===== config.mk =====
export PLATFORM = sky130hd
export DESIGN_NAME = font_glyph_rect_rasterizer
export DESIGN_NICKNAME = d
export VERILOG_FILES = /design/src/hdl/fgr_pkg.sv /design/src/hdl/fgr_clip.sv /design/src/hdl/font_glyph_rect_rasterizer.sv
export SDC_FILE = /design/constraint.sdc
export NUM_CORES = 1
export LEC_CHECK = 0
export BUFFER_PORTS_ARGS = -buffer_cell sky130_fd_sc_hd__buf_4
export CAP_MARGIN = 10
export CORE_MARGIN = 8
export CORE_UTILIZATION = 48
export CTS_BUF_LIST = sky130_fd_sc_hd__clkbuf_8 sky130_fd_sc_hd__clkbuf_16
export DETAILED_ROUTE_END_ITERATION = 6
export PLACE_DENSITY_LB_ADDON = 0.12
export SYNTH_ARGS = -nofsm -noshare
export SYNTH_HDL_FRONTEND = slang
export SYNTH_SLANG_ARGS = --single-unit

===== constraint.sdc =====
create_clock -name clk -period 12.42 [get_ports clk]
set_clock_uncertainty 0.05 [all_clocks]
set_input_delay 1.863 -clock clk [delete_from_list [all_inputs] [get_ports clk]]
set_output_delay 1.863 -clock clk [all_outputs]
set_load 0.02 [all_outputs]

===== src/hdl/fgr_pkg.sv =====
// Shared types, constants and font table of the glyph rectangle rasteriser.
`default_nettype none
package fgr_pkg;

	localparam int unsigned GLYPH_COLS  = 5;
	localparam int unsigned GLYPH_ROWS  = 8;
	localparam int unsigned GLYPH_COUNT = 59;
	localparam logic [7:0]  FIRST_CODE  = 8'd32;
	localparam logic [7:0]  LAST_CODE   = 8'd90;
	localparam logic [7:0]  LOWER_A     = 8'd97;
	localparam logic [7:0]  LOWER_Z     = 8'd122;
	localparam logic [7:0]  CASE_OFFSET = 8'd32;

	localparam logic [2:0]  LAST_COL    = 3'd5;
	localparam logic [2:0]  LAST_ROW    = 3'd7;

	localparam logic [10:0] SCREEN_WIDTH_RESET  = 11'd240;
	localparam logic [10:0] SCREEN_HEIGHT_RESET = 11'd320;

	// register indexes on the configuration port
	localparam logic REG_SCREEN_WIDTH  = 1'b0;
	localparam logic REG_SCREEN_HEIGHT = 1'b1;

	typedef struct packed {
		logic [7:0]  char_code;
		logic [9:0]  x_pos;
		logic [9:0]  y_pos;
		logic [15:0] fg_color;
		logic [15:0] bg_color;
		logic [7:0]  scale;
	} char_word_t;

	typedef struct packed {
		logic [11:0] rect_x;
		logic [11:0] rect_y;
		logic [10:0] rect_w;
		logic [10:0] rect_h;
		logic [15:0] rect_color;
		logic        visible;
		logic        last;
	} rect_word_t;

	// unclipped rectangle handed to the clipping stage
	typedef struct packed {
		logic [11:0] x;
		logic [11:0] y;
		logic [10:0] w;
		logic [10:0] h;
		logic [15:0] color;
		logic        last;
	} rect_pre_t;

	typedef logic [7:0] glyph_col_t;

	// column bytes, bit 0 is the top row
	localparam glyph_col_t FONT_ROM [GLYPH_COUNT][GLYPH_COLS] = '{
		'{8'h00,8'h00,8'h00,8'h00,8'h00}, '{8'h00,8'h00,8'h5F,8'h00,8'h00},
		'{8'h00,8'h07,8'h00,8'h07,8'h00}, '{8'h14,8'h7F,8'h14,8'h7F,8'h14},
		'{8'h24,8'h2A,8'h7F,8'h2A,8'h12}, '{8'h23,8'h13,8'h08,8'h64,8'h62},
		'{8'h36,8'h49,8'h55,8'h22,8'h50}, '{8'h00,8'h05,8'h03,8'h00,8'h00},
		'{8'h00,8'h1C,8'h22,8'h41,8'h00}, '{8'h00,8'h41,8'h22,8'h1C,8'h00},
		'{8'h08,8'h2A,8'h1C,8'h2A,8'h08}, '{8'h08,8'h08,8'h3E,8'h08,8'h08},
		'{8'h00,8'h50,8'h30,8'h00,8'h00}, '{8'h08,8'h08,8'h08,8'h08,8'h08},
		'{8'h00,8'h60,8'h60,8'h00,8'h00}, '{8'h20,8'h10,8'h08,8'h04,8'h02},
		'{8'h3E,8'h51,8'h49,8'h45,8'h3E}, '{8'h00,8'h42,8'h7F,8'h40,8'h00},
		'{8'h42,8'h61,8'h51,8'h49,8'h46}, '{8'h21,8'h41,8'h45,8'h4B,8'h31},
		'{8'h18,8'h14,8'h12,8'h7F,8'h10}, '{8'h27,8'h45,8'h45,8'h45,8'h39},
		'{8'h3C,8'h4A,8'h49,8'h49,8'h30}, '{8'h01,8'h71,8'h09,8'h05,8'h03},
		'{8'h36,8'h49,8'h49,8'h49,8'h36}, '{8'h06,8'h49,8'h49,8'h29,8'h1E},
		'{8'h00,8'h36,8'h36,8'h00,8'h00}, '{8'h00,8'h56,8'h36,8'h00,8'h00},
		'{8'h00,8'h08,8'h14,8'h22,8'h41}, '{8'h14,8'h14,8'h14,8'h14,8'h14},
		'{8'h41,8'h22,8'h14,8'h08,8'h00}, '{8'h02,8'h01,8'h51,8'h09,8'h06},
		'{8'h32,8'h49,8'h79,8'h41,8'h3E}, '{8'h7E,8'h11,8'h11,8'h11,8'h7E},
		'{8'h7F,8'h49,8'h49,8'h49,8'h36}, '{8'h3E,8'h41,8'h41,8'h41,8'h22},
		'{8'h7F,8'h41,8'h41,8'h22,8'h1C}, '{8'h7F,8'h49,8'h49,8'h49,8'h41},
		'{8'h7F,8'h09,8'h09,8'h01,8'h01}, '{8'h3E,8'h41,8'h41,8'h51,8'h32},
		'{8'h7F,8'h08,8'h08,8'h08,8'h7F}, '{8'h00,8'h41,8'h7F,8'h41,8'h00},
		'{8'h20,8'h40,8'h41,8'h3F,8'h01}, '{8'h7F,8'h08,8'h14,8'h22,8'h41},
		'{8'h7F,8'h40,8'h40,8'h40,8'h40}, '{8'h7F,8'h02,8'h04,8'h02,8'h7F},
		'{8'h7F,8'h04,8'h08,8'h10,8'h7F}, '{8'h3E,8'h41,8'h41,8'h41,8'h3E},
		'{8'h7F,8'h09,8'h09,8'h09,8'h06}, '{8'h3E,8'h41,8'h51,8'h21,8'h5E},
		'{8'h7F,8'h09,8'h19,8'h29,8'h46}, '{8'h46,8'h49,8'h49,8'h49,8'h31},
		'{8'h01,8'h01,8'h7F,8'h01,8'h01}, '{8'h3F,8'h40,8'h40,8'h40,8'h3F},
		'{8'h1F,8'h20,8'h40,8'h20,8'h1F}, '{8'h7F,8'h20,8'h18,8'h20,8'h7F},
		'{8'h63,8'h14,8'h08,8'h14,8'h63}, '{8'h03,8'h04,8'h78,8'h04,8'h03},
		'{8'h61,8'h51,8'h49,8'h45,8'h43}
	};

	// fold lower case to upper case, map any code outside the font's span to space
	function automatic logic [5:0] glyph_index(input logic [7:0] code);
		logic [7:0] c;
		c = code;
		if (c >= LOWER_A && c <= LOWER_Z) begin
			c = c - CASE_OFFSET;
		end
		if (c < FIRST_CODE || c > LAST_CODE) begin
			c = FIRST_CODE;
		end
		glyph_index = 6'(c - FIRST_CODE);
	endfunction

endpackage
`default_nettype wire


===== src/hdl/fgr_clip.sv =====
// Clips one rectangle to the display and forms the result word.
`default_nettype none
module fgr_clip
	import fgr_pkg::*;
(
	input  wire rect_pre_t   pre,
	input  wire logic [10:0] screen_width,
	input  wire logic [10:0] screen_height,
	output rect_word_t       result
);

	logic [12:0] x_ext;
	logic [12:0] y_ext;
	logic [12:0] dw_ext;
	logic [12:0] dh_ext;
	logic [12:0] x_end;
	logic [12:0] y_end;
	logic        on_screen;

	always_comb begin
		x_ext     = {1'b0, pre.x};
		y_ext     = {1'b0, pre.y};
		dw_ext    = {2'b00, screen_width};
		dh_ext    = {2'b00, screen_height};
		x_end     = x_ext + {2'b00, pre.w};
		y_end     = y_ext + {2'b00, pre.h};
		on_screen = (x_ext < dw_ext) && (y_ext < dh_ext) && (pre.w != '0) && (pre.h != '0);

		result.rect_x     = pre.x;
		result.rect_y     = pre.y;
		result.rect_color = pre.color;
		result.last       = pre.last;
		result.visible    = on_screen;
		result.rect_w     = '0;
		result.rect_h     = '0;
		if (on_screen) begin
			// cut any overhang at the right and bottom edges
			result.rect_w = (x_end > dw_ext) ? 11'(dw_ext - x_ext) : pre.w;
			result.rect_h = (y_end > dh_ext) ? 11'(dh_ext - y_ext) : pre.h;
		end
	end

endmodule
`default_nettype wire


===== src/hdl/font_glyph_rect_rasterizer.sv =====
// Top level of the glyph rectangle rasteriser: input buffer, sequencer, font read, output.
//
// Usage
//   char_* channel: one word per character (code, cell position, colours, scale).
//   rect_* channel: 41 rectangle words per character, in column order, eight
//   rows per column, then one trailing background column flagged by last.
//   APB port: register 0 screen width at 0x0, register 1 screen height at 0x4,
//   low 11 bits kept; write only while no character is in flight.
// Timing
//   One rectangle leaves per cycle while the receiver takes them; a character
//   is 41 rectangles, stepped out by the row/column sequencer.
//   The first rectangle reaches rect_word after the sequencer load, the font
//   ROM read and the clip/output register.
//   A one-word buffer takes the next character while the current one is
//   drawn, so characters follow without a gap.
// Reset and stall
//   Reset empties the buffer and pipeline and restores 240 x 320.
//   A stalled receiver freezes the sequencer, ROM read and output word; the
//   buffer still takes one further character.
`default_nettype none
module font_glyph_rect_rasterizer
	import fgr_pkg::*;
(
	input  wire logic        clk,
	input  wire logic        arst_n,
	// character channel
	input  wire logic        char_valid,
	output logic             char_ready,
	input  wire char_word_t  char_word,
	// rectangle channel
	output logic             rect_valid,
	input  wire logic        rect_ready,
	output rect_word_t       rect_word,
	// configuration port
	input  wire logic        psel,
	input  wire logic        penable,
	input  wire logic        pwrite,
	input  wire logic [2:0]  paddr,
	input  wire logic [31:0] pwdata,
	output logic [31:0]      prdata,
	output logic             pready
);

	// configuration registers
	logic [10:0] screen_width_q;
	logic [10:0] screen_height_q;

	// one-word input buffer
	char_word_t  pend_q;
	logic        pend_valid_q;

	// sequencer state for the character being drawn
	logic        active_q;
	logic [2:0]  col_q;
	logic [2:0]  row_q;
	logic [5:0]  glyph_q;
	logic [9:0]  x_q;
	logic [9:0]  y_q;
	logic [15:0] fg_q;
	logic [15:0] bg_q;
	logic [7:0]  scale_q;
	logic [10:0] xoff_q;
	logic [10:0] yoff_q;

	// font read stage
	logic        valid_s1;
	glyph_col_t  bits_s1;
	logic [2:0]  row_s1;
	logic [11:0] x_s1;
	logic [11:0] y_s1;
	logic [10:0] w_s1;
	logic [10:0] h_s1;
	logic [15:0] fg_s1;
	logic [15:0] bg_s1;
	logic        last_s1;

	logic        out_valid_q;
	rect_word_t  out_q;

	logic        advance;
	logic        seq_last;
	logic        load;
	logic        cfg_write;
	rect_pre_t   pre;
	rect_word_t  clipped;

	assign advance    = !out_valid_q || rect_ready;
	assign seq_last   = (col_q == LAST_COL);
	assign load       = pend_valid_q && (!active_q || (advance && seq_last));
	assign char_ready = !pend_valid_q;
	assign cfg_write  = psel && penable && pwrite;

	assign pready     = 1'b1;
	assign rect_valid = out_valid_q;
	assign rect_word  = out_q;

	// configuration write and read back
	always_ff @(posedge clk or negedge arst_n) begin
		if (!arst_n) begin
			screen_width_q  <= SCREEN_WIDTH_RESET;
			screen_height_q <= SCREEN_HEIGHT_RESET;
		end else if (cfg_write) begin
			unique case (paddr[2])
				REG_SCREEN_WIDTH:  screen_width_q  <= pwdata[10:0];
				REG_SCREEN_HEIGHT: screen_height_q <= pwdata[10:0];
				default: ;
			endcase
		end
	end

	always_comb begin
		unique case (paddr[2])
			REG_SCREEN_WIDTH:  prdata = {21'd0, screen_width_q};
			REG_SCREEN_HEIGHT: prdata = {21'd0, screen_height_q};
			default:           prdata = '0;
		endcase
	end

	// input buffer: hold one word until the sequencer takes it
	always_ff @(posedge clk or negedge arst_n) begin
		if (!arst_n) begin
			pend_valid_q <= 1'b0;
		end else if (char_valid && char_ready) begin
			pend_valid_q <= 1'b1;
		end else if (load) begin
			pend_valid_q <= 1'b0;
		end
	end

	always_ff @(posedge clk) begin
		if (char_valid && char_ready) begin
			pend_q <= char_word;
		end
	end

	// sequencer control
	always_ff @(posedge clk or negedge arst_n) begin
		if (!arst_n) begin
			active_q <= 1'b0;
			col_q    <= '0;
			row_q    <= '0;
		end else if (load) begin
			active_q <= 1'b1;
			col_q    <= '0;
			row_q    <= '0;
		end else if (active_q && advance) begin
			if (seq_last) begin
				active_q <= 1'b0;
			end else if (row_q == LAST_ROW) begin
				col_q <= col_q + 3'd1;
				row_q <= '0;
			end else begin
				row_q <= row_q + 3'd1;
			end
		end
	end

	// sequencer payload: offsets advance by one scale step per row and column
	always_ff @(posedge clk) begin
		if (load) begin
			glyph_q <= glyph_index(pend_q.char_code);
			x_q     <= pend_q.x_pos;
			y_q     <= pend_q.y_pos;
			fg_q    <= pend_q.fg_color;
			bg_q    <= pend_q.bg_color;
			scale_q <= pend_q.scale;
			xoff_q  <= '0;
			yoff_q  <= '0;
		end else if (active_q && advance && !seq_last) begin
			if (row_q == LAST_ROW) begin
				xoff_q <= xoff_q + {3'd0, scale_q};
				yoff_q <= '0;
			end else begin
				yoff_q <= yoff_q + {3'd0, scale_q};
			end
		end
	end

	// font ROM read stage
	always_ff @(posedge clk or negedge arst_n) begin
		if (!arst_n) begin
			valid_s1 <= 1'b0;
		end else if (advance) begin
			valid_s1 <= active_q;
		end
	end

	always_ff @(posedge clk) begin
		if (advance && active_q) begin
			// the trailing column reads as empty, so it takes the background colour
			if (seq_last) begin
				bits_s1 <= '0;
			end else begin
				bits_s1 <= FONT_ROM[glyph_q][col_q];
			end
			row_s1  <= row_q;
			x_s1    <= {2'b00, x_q} + {1'b0, xoff_q};
			y_s1    <= {2'b00, y_q} + {1'b0, yoff_q};
			w_s1    <= {3'd0, scale_q};
			h_s1    <= seq_last ? {scale_q, 3'd0} : {3'd0, scale_q};
			fg_s1   <= fg_q;
			bg_s1   <= bg_q;
			last_s1 <= seq_last;
		end
	end

	always_comb begin
		pre.x     = x_s1;
		pre.y     = y_s1;
		pre.w     = w_s1;
		pre.h     = h_s1;
		pre.color = bits_s1[row_s1] ? fg_s1 : bg_s1;
		pre.last  = last_s1;
	end

	fgr_clip u_clip (
		.pre           (pre),
		.screen_width  (screen_width_q),
		.screen_height (screen_height_q),
		.result        (clipped)
	);

	// output register: hold the word while the receiver stalls
	always_ff @(posedge clk or negedge arst_n) begin
		if (!arst_n) begin
			out_valid_q <= 1'b0;
		end else if (advance) begin
			out_valid_q <= valid_s1;
		end
	end

	always_ff @(posedge clk) begin
		if (advance && valid_s1) begin
			out_q <= clipped;
		end
	end

endmodule
`default_nettype wire


; After elaboration in Yosys (flattened, before gate mapping)
; Memory sizes are Yosys's and may differ from the RTL's.
; Index checks and enable logic that the tools add are counted.
; Widths: inputs -> output; s select.
[word_totals]
ff_bits = 339
rom_bits = 2560
in_bits = 110
n_memories = 1
[op_classes]
n_addsub = 12
n_lt_le_gt_ge = 11
n_eq_ne = 3
n_mux = 30
n_bitwise = 3
reduce_logical = 32
[mem_list]
columns = name, words, word_bits, read_ports, rd_clocked_by_memory_dff, write_ports, line
row1 = (name not given), 64, 40, 1, 0, 0, font_glyph_rect_rasterizer.sv:194  ; bits_s1 <= FONT_ROM[glyph_q][col_q];
[ops]
columns = operator, count
row1 = $mux 40, 2
row2 = $pmux 32 s2, 1
row3 = $mux 8, 6
row4 = $gt 13x11->1, 2
row5 = $add 10x11->12, 2
row6 = $bmux 8 s3, 1
row7 = $lt 12x11->1, 2
row8 = $mux 3, 8
row9 = $add 11x8->11, 2
row10 = $mux 11, 2
row11 = $reduce_bool 11->1, 2
row12 = $sub 11x11->11, 2
row13 = $mux 16, 1
row14 = $add 12x11->13, 1
row15 = $add 12x8->13, 1
row16 = $logic_and 1x1->1, 12
row17 = $mux 6, 2
row18 = $reduce_and 2->1, 6
row19 = $ge 8x7->1 const B, 1
row20 = $gt 8x7->1 const B, 1
row21 = $le 8x7->1 const B, 1
row22 = $lt 8x6->1 const B, 1
row23 = $reduce_bool 2->1, 4
row24 = $sub 8x6->8 const B, 1
row25 = 15 further kinds, 27

; Longest topological paths before layout
; Gate-level depths: netlist of the first run.
[depth]
word_depth = 11
mapped_depth = 17

; Hierarchy
; A second synthesis of the first run with hierarchy kept.
[unflattened]
cells_unflattened = 1666
hier_area_um2 = 19230.9
[by_module_without_submodules]
columns = module, instances, cells_per_inst, area_per_inst_um2
row1 = font_glyph_rect_rasterizer, 1, 1176, 15613.7
row2 = fgr_clip, 1, 490, 3617.2

; Worst setup path before layout of the first run
; Ideal clock, no wire load.
[synth_timing]
path_kind = input-to-reg
start = input port char_valid
end = register pend_q[0] (netlist bit), enable pin
setup_ns = 0.502
t_arrival_ns = 4.848
required_time_ns = 11.868
slack_ns = 7.020
cell_stages = 1
path_buffers = 0
path_cell_list = nor2b_1
[synth_between]
elab_chain_cells = 1
[synth_lines]
columns = item, line
row1 = start: declaration, font_glyph_rect_rasterizer.sv:27  ; input wire logic char_valid,
row2 = $logic_and 1x1->1, font_glyph_rect_rasterizer.sv:131  ; if (char_valid && char_ready) begin
row3 = end signal: assignment, font_glyph_rect_rasterizer.sv:132  ; pend_q <= char_word;
row4 = end: declaration, font_glyph_rect_rasterizer.sv:49  ; char_word_t pend_q;
; Every way passes these cells.
; A chain may end at the register's enable or synchronous reset.

; Final worst setup path of the first run
[layout_timing]
start = register x_s1[0]
end = register out_q, in the netlist rect_word[33] (data pin)
[layout_between]
elab_chain_cells = 4
word_cells_on_any_way = 8
[layout_lines]
columns = item, line
row1 = start: declaration, font_glyph_rect_rasterizer.sv:69  ; logic [11:0] x_s1;
row2 = start signal: assignment, font_glyph_rect_rasterizer.sv:197  ; x_s1 <= {2'b00, x_q} + {1'b0, xoff_q};
row3 = "parallel branches: the longest is 4 deep, another holds $add 12x8->13", --
row4 = end signal: assignment, font_glyph_rect_rasterizer.sv:234  ; out_q <= clipped;
row5 = end: declaration, font_glyph_rect_rasterizer.sv:78  ; rect_word_t out_q;
; Parallel ways; which one is timed is not known.

==> impl_metrics.env, run 1 <==
export IMPL_worst_path_max_fanout=13
export IMPL_hp_class="reg -> reg"
export IMPL_nFillCells=3316
export IMPL_place_gp_congestion=0.933
export IMPL_remaining_drc_errors=1
export IMPL_failed_checks="DRC"
export IMPL_clkLatencyLatePin_ns=0.55
export IMPL_final_setup_tns_ns=0
export IMPL_cts_max_level=2
export IMPL_yosysWarnings=0
export IMPL_synth_area_leaders="edfxtp_1 46%, ha_1 9.8%, o21ai_0 3.6%, dfrtp_1 3.5%, mux2_2 2.6%"
export IMPL_r2r_end="rect_word[33]$_SDFFCE_PN0P_"
export IMPL_max_freq_ghz=0.212
export IMPL_grt_pass1_wl_mm=73.0
export IMPL_peakVddDrop_mv=0.136
export IMPL_clockBufferDepth=3
export IMPL_netlist_instances=1614
export IMPL_cts_inserted_buffers=37
export IMPL_maxSlewViolCount=0
export IMPL_powerDensity_nw_per_um2=223
export IMPL_post_route_min_period_ns=4.72
export IMPL_dpl_hpwl_mm=34.5
export IMPL_cts_resized=0
export IMPL_async_flop_share=0.0947
export IMPL_path_clk_slew_ns=0.06
export IMPL_r2r_cells=14
export IMPL_via_per_inst=5.69
export IMPL_critPathLaunch="x_s1[0]$_DFFE_PP_"
export IMPL_worstPathArrival_ns=4.95
export IMPL_synth_area_leader_cell="edfxtp_1"
export IMPL_avgRoutedWirePerCell_um=20.4
export IMPL_power_leakage_nw=8.51
export IMPL_r2r_start="x_s1[0]$_DFFE_PP_"
export IMPL_grt_start_max_net_pins=88
export IMPL_grt_setup_unrepaired="no"
export IMPL_synth_distinct_cells=81
export IMPL_die_area_um2=45000
export IMPL_dr_total_vias=13156
export IMPL_post_route_period_util=0.380
export IMPL_grt_usage=0.207
export IMPL_post_cts_setup_buffers=0
export IMPL_status="finished with violations"
export IMPL_relSlewSlack=0.262
export IMPL_synth_area_um2=18500
export IMPL_ys_ff_latch=338
export IMPL_setup_worst_path_end="rect_word[33]$_SDFFCE_PN0P_"
export IMPL_synth_top_area_share=0.462
export IMPL_syn_area_per_cell_um2=11.4
export IMPL_post_place_ws_ns=7.75
export IMPL_maxCapViolCount=0
export IMPL_grt_pass1_vias=13068
export IMPL_place_port_buffers=163
export IMPL_synth_seq_area_share=0.529
export IMPL_crit_path_end_kind="register"
export IMPL_drt_iter0_drc=903
export IMPL_cp_start_kind="register"
export IMPL_antennaDiodeCount=0
export IMPL_worst_pin_slew_ns=1.11
export IMPL_antenna_found_initial=0
export IMPL_layout_drive_gt1_share=0.170
export IMPL_cts_root_buf="clkbuf_16"
export IMPL_cts_tree="yes"
export IMPL_finalSetupViolCount=0
export IMPL_cts_hold_buf=0
export IMPL_finalWirelength_mm=47.2
export IMPL_r2r_slack_ns=7.70
export IMPL_path_class="reg -> reg"
export IMPL_finalHoldViolCount=0
export IMPL_worstPathRequired_ns=12.64
export IMPL_clkSinkCount=338
export IMPL_drt_pass1_iterations=7
export IMPL_core_area_um2=38300
export IMPL_synth_edf_count=284
export IMPL_synth_ff_type="edfxtp_1"
export IMPL_final_antenna_net_count=0
export IMPL_fp_row_count=72
export IMPL_io_pin_count=209
export IMPL_finalWorstSetupSlack_ns=7.70
export IMPL_start_util=0.482
export IMPL_fin_nets=2027
export IMPL_die_y_um=212
export IMPL_syn_to_final_growth_pct=15.3
export IMPL_die_w_um=212
export IMPL_grt_ovfl_total=0
area by class of cell:
class                           instances  area (um2)  share of cell area
Sequential cell                       338        9780               0.459
Multi-Input combinational cell       1114        7990               0.375
Timing Repair Buffer                  177        1330              0.0624
Clock buffer                           39         965              0.0453
Tap cell                              518         648              0.0304
Inverter                               97         365              0.0172
Clock inverter                         28         225              0.0106
metrics by stage:
stage / instances / hold WS (ns) / power (W) / util / area (um2)
2_1_floorplan: 1634 / 0.350 / 0.00317 / - / 18500
3_3_place_gp: 2244 / 0.350 / 0.00367 / 0.525 / 20100
3_5_place_dp: 2244 / 0.355 / 0.00371 / 0.525 / 20100
4_1_cts: 2311 / 0.363 / 0.00480 / 0.556 / 21300
5_1_grt: 2311 / 0.371 / 0.00508 / 0.556 / 21300
6_report: 2311 / 0.359 / 0.00475 / 0.556 / 21300
synth_stat cells (15+ instances only):
cell type / n
a31oi_1: 23
nor3_1: 35
dfxtp_1: 22
mux2_2: 43
dfrtp_1: 26
clkbuf_1: 51
a21o_1: 17
nor2b_1: 33
edfxtp_1: 284
mux2i_1: 21
nor2_1: 109
ha_1: 144
o21a_1: 16
o21ai_0: 131
xnor2_1: 46
a21oi_1: 96
nand2_1: 96
nand3_1: 15
a211oi_1: 25
inv_1: 96
buf_4: 23
power breakdown:
group	switching (W)	leakage (nW)	internal, W
Sequential	0.000196	3.25	0.00152
Combinational	0.00109	4.63	0.000877
Clock	0.000436	0.633	0.000626
per-layer routing:
layer,global-route usage,vias to the layer above,wire length [um]
met5,0,-,0
met4,0.0855,0,1660
met3,0.0395,90,2960
met2,0.346,401,22600
met1,0.262,6354,19900
li1,-,6311,-
worst min path at each step:
stage | from | end | slack [ns] | depth (start not counted)
global route | pend_q[48]$_DFFE_PP_ | y_q[8]$_DFFE_PP_ | 0.37 | 0
global placement | fg_q[6]$_DFFE_PP_ | fg_s1[6]$_DFFE_PP_ | 0.35 | 0
CTS | pend_q[57]$_DFFE_PP_ | x_q[7]$_DFFE_PP_ | 0.36 | 0
finish | pend_q[57]$_DFFE_PP_ | x_q[7]$_DFFE_PP_ | 0.36 | 0
detailed placement | pend_q[22]$_DFFE_PP_ | bg_q[14]$_DFFE_PP_ | 0.35 | 0
floorplan | pend_q[8]$_DFFE_PP_ | bg_q[0]$_DFFE_PP_ | 0.35 | 0
sequential cells by signal, indices dropped and copies added (netlist names), 11 cells and up:
signal and cells:
x_s1 12, screen_height_q 11, fg_q 16, bg_q 16, rect_word 64, pend_q 68
yoff_q 11, screen_width_q 11, fg_s1 16, xoff_q 11, y_s1 12, h_s1 11
bg_s1 16
layout by cell type, fill, tap and decap left out, drive strengths merged, types with 9 or more instances in the layout:
cell type  netlist  layout
and3            10      10
mux2i           21      21
nand4            9       9
inv             96     109
nor2           109     109
a211oi          26      26
xor2            12      12
dfrtp           26      26
ha             144     144
o22ai           10      10
edfxtp         284     284
nand2b          12      12
xnor2           46      46
buf             33     177
clkinv           1      13
o211ai          11      11
dfxtp           22      22
conb             2      22
clkbuf          52      39
o21ai          132     132
nor2b           34      34
and2            11      11
a21oi           96      96
or3             13      13
mux2            43      43
nand3           15      15
a21o            17      17
a31oi           23      23
nor3            35      35
o21a            16      16
nand2           96      96
worst max-delay path: stages, from the launching register on:
cell	delay [ns]
edfxtp_1	0.47
ha_1	0.25
inv_1	0.07
fa_1	0.25
nor2b_4	0.06
o31a_1	0.27
or4_4	0.43
a31oi_1	0.30
xnor2_1	0.17
ha_1	0.27
a211oi_1	0.31
or4b_2	0.67
a32oi_4	0.56
mux2i_1	0.27
nor2_1	0.05
logic make-up after synthesis:
| kind of cell | synth area share |
|---|---|
| adders and majority gates | 0.106 |
| muxes | 0.0400 |
| xor gates and xnor gates | 0.0275 |
| AOI/OAI and AO/OA | 0.156 |
| buffers and inverters | 0.0431 |
| other | 0.000407 |
| and+or+nand+nor | 0.0977 |
| DFF | 0.529 |
Power figures use the tool's default switching activity.
==> run 2, diff against run 1 <==
--- a/config.mk
+++ b/config.mk
@@ -5,6 +5,7 @@
 export SDC_FILE = /design/constraint.sdc
 export NUM_CORES = 1
 export LEC_CHECK = 0
+export ABC_AREA = 1
 export BUFFER_PORTS_ARGS = -buffer_cell sky130_fd_sc_hd__buf_4
 export CAP_MARGIN = 10
 export CORE_MARGIN = 8
==> constraint.sdc (replaced) <==
create_clock -name clk -period 4.4 [get_ports clk]
set_clock_uncertainty 0.05 [all_clocks]
set_input_delay 0.66 -clock clk [delete_from_list [all_inputs] [get_ports clk]]
set_output_delay 0.66 -clock clk [all_outputs]
set_load 0.02 [all_outputs]
==> impl_metrics.env, run 2 <==
export IMPL_largest_register_ffs=68
export IMPL_post_place_ws_ns=0.500
export IMPL_finalWirelength_mm=50.8
export IMPL_yosysMostFrequentCell="nand2_1"
export IMPL_synth_seq_area_share=0.519
export IMPL_power_leakage_nw=9.87
export IMPL_syn_to_final_growth_pct=15.5
export IMPL_hp_start="char_word[46]"
export IMPL_place_gp_congestion=0.964
export IMPL_path_clk_slew_ns=0.06
export IMPL_layout_drive_gt1_share=0.127
export IMPL_finalSetupViolCount=0
export IMPL_grt_usage=0.216
export IMPL_cts_hold_buf=1
export IMPL_final_util=0.562
export IMPL_synth_area_leaders="edfxtp_1 45%, ha_1 9.6%, nand2_1 9.3%, inv_1 4.9%, nand3_1 3.7%"
export IMPL_cts_root_buf="clkbuf_16"
export IMPL_final_antenna_net_count=0
export IMPL_worstPathArrival_ns=4.19
export IMPL_async_flop_share=0.0947
export IMPL_crit_path_end_kind="register"
export IMPL_cts_resized=0
export IMPL_yosysWarnings=0
export IMPL_dr_total_vias=14344
export IMPL_r2r_cells=18
export IMPL_status="completed"
export IMPL_worst_pin_slew_ns=0.988
export IMPL_netlist_instances=2000
export IMPL_drt_pass1_iterations=6
export IMPL_clkLatencyLatePin_ns=0.56
export IMPL_maxCapViolCount=0
export IMPL_peakVddDrop_mv=0.409
export IMPL_synth_top_area_share=0.453
export IMPL_maxSlewViolCount=0
export IMPL_clkSinkCount=338
export IMPL_synth_ff_type="edfxtp_1"
export IMPL_io_pin_count=209
export IMPL_place_area_um2=20500
export IMPL_cp_start_kind="register"
export IMPL_grt_ovfl_total=0
export IMPL_hp_class="in -> reg"
export IMPL_mostFrequentLayoutCell="nand2_1"
export IMPL_clockBufferDepth=3
export IMPL_final_setup_tns_ns=0
export IMPL_fin_nets=2437
export IMPL_largest_register="pend_q"
export IMPL_design_area_um2=21800
export IMPL_grt_start_max_net_pins=73
export IMPL_dpl_hpwl_mm=38.3
export IMPL_fp_row_count=72
export IMPL_power_frac_comb=0.427
export IMPL_synth_distinct_cells=57
export IMPL_via_per_inst=5.27
export IMPL_die_area_um2=45800
export IMPL_worst_path_max_fanout=22
export IMPL_ys_ff_latch=338
export IMPL_die_w_um=214
export IMPL_relSlewSlack=0.339
export IMPL_remaining_drc_errors=0
export IMPL_powerDensity_nw_per_um2=640
export IMPL_worstPathRequired_ns=4.66
export IMPL_internal_power_w=0.00833
export IMPL_drt_iter0_drc=1124
export IMPL_critPathLaunch="y_s1[0]$_DFFE_PP_"
export IMPL_p_sw_w=0.00560
export IMPL_avgRoutedWirePerCell_um=18.7
export IMPL_finalHoldViolCount=0
export IMPL_nFillCells=3445
export IMPL_post_route_min_period_ns=3.93
export IMPL_synth_area_um2=18800
export IMPL_synth_edf_count=284
export IMPL_final_cells=2720
export IMPL_post_cts_setup_buffers=0
export IMPL_max_freq_ghz=0.255
export IMPL_antenna_found_initial=2
export IMPL_cts_tree="yes"
export IMPL_core_area_um2=38700
export IMPL_path_class="reg -> reg"
export IMPL_syn_area_per_cell_um2=9.42
export IMPL_grt_setup_unrepaired="no"
export IMPL_finalWorstSetupSlack_ns=0.473
export IMPL_pwr_share_seq=0.354
export IMPL_grt_pass1_vias=14466
export IMPL_post_route_period_util=0.892
export IMPL_grt_pass1_wl_mm=79.1
export IMPL_cts_max_level=2
export IMPL_dp_cells=2653
export IMPL_cts_inserted_buffers=37
export IMPL_switching_share=0.402
export IMPL_die_y_um=214
export IMPL_start_util=0.486
export IMPL_r2r_start="y_s1[0]$_DFFE_PP_"
export IMPL_place_port_buffers=163
export IMPL_synth_area_leader_cell="edfxtp_1"
export IMPL_antennaDiodeCount=0
export IMPL_whs_path_depth=1
export IMPL_power_frac_clock=0.219
export IMPL_synth_common_cells="468 x nand2_1, 284 x edfxtp_1, 245 x inv_1"
export IMPL_mostFrequentLayoutCells="468 x nand2_1, 284 x edfxtp_1, 251 x inv_1"
[run 2: changes by cell type after synthesis, sizes merged, moves of 26 or more]
cell	before	now
nor2	109	149
a21oi	96	134
a211oi	26	0
nor2b	34	0
nand2	96	475
inv	96	256
mux2	43	0
clkbuf	52	9
nand3	15	141
[run 2: final timing paths]
| kind | slack [ns] | endpoint |
|---|---|---|
| worst max-delay path | 0.47 | rect_word[27]$_SDFFCE_PN0P_ |
| worst min-delay path | 0.22 | pend_q[46]$_DFFE_PP_ |
| worst max register to register | 0.47 | rect_word[27]$_SDFFCE_PN0P_ |
| worst min register to register | 0.37 | fg_s1[9]$_DFFE_PP_ |
| max in group asynchronous | 3.40 | screen_width_q[5]$_DFFE_PN1P_ |
| min in group asynchronous | 0.55 | screen_height_q[7]$_DFFE_PN0P_ |
[run 2: area by class of cell]
cell class	count	area (um2)	share of cell area
multi-input combinational	1362	7770	0.357
clock buffer	37	926	0.0425
sequential	338	9780	0.449
timing repair buffer	180	1390	0.0639
clock inverter	29	290	0.0133
inverter	256	963	0.0443
tap	518	648	0.0298
[run 2: cell families after synthesis]
logic type,Yosys count,share of synthesized area
simple gates,810,0.182
flops,338,0.519
compound gates,323,0.0948
buf+inv,320,0.0739
fa+ha+maj,152,0.104
xor+xnor,55,0.0256
other cells,2,0.000399
[run 2: power groups by stage]
stage / clock network (W) / logic [W] / registers, W
floorplan: 0 / 0.00431 / 0.00496
global placement: 0 / 0.00578 / 0.00498
detailed placement: 0 / 0.00594 / 0.00499
CTS: 0.00314 / 0.00596 / 0.00493
global route: 0.00326 / 0.00675 / 0.00500
finish: 0.00305 / 0.00595 / 0.00493
[run 2: worst max-delay path, cell delays in order (launching register included)]
cell and delay (ns):
edfxtp_1 0.45, ha_1 0.20, inv_1 0.05, fa_1 0.39, nand3b_1 0.19, nand2_1 0.15
a21boi_0 0.16, o21ai_0 0.27, nand3_1 0.10, nand2_1 0.09, xor2_1 0.07, ha_1 0.30
nand2_1 0.07, nor3_1 0.19, nand2_1 0.07, nand2_1 0.55, nand3_1 0.16, nand2_1 0.11
nor2_1 0.04
[run 2: stage by stage]
step | hold slack [ns] | total power [W]
6_report | 0.222 | 0.0139
5_1_grt | 0.192 | 0.0150
4_1_cts | 0.186 | 0.0140
3_5_place_dp | 0.355 | 0.0109
3_3_place_gp | 0.350 | 0.0108
2_1_floorplan | 0.314 | 0.00927
[run 2: metal layers]
metal / part of all wire / routed length [um] / vias up / GRT usage
li1: - / - / 7064 / -
met1: 0.42 / 21200 / 6643 / 0.264
met2: 0.46 / 23600 / 494 / 0.358
met3: 0.069 / 3510 / 139 / 0.0513
met4: 0.049 / 2510 / 4 / 0.104
met5: 0.00049 / 25 / - / 0
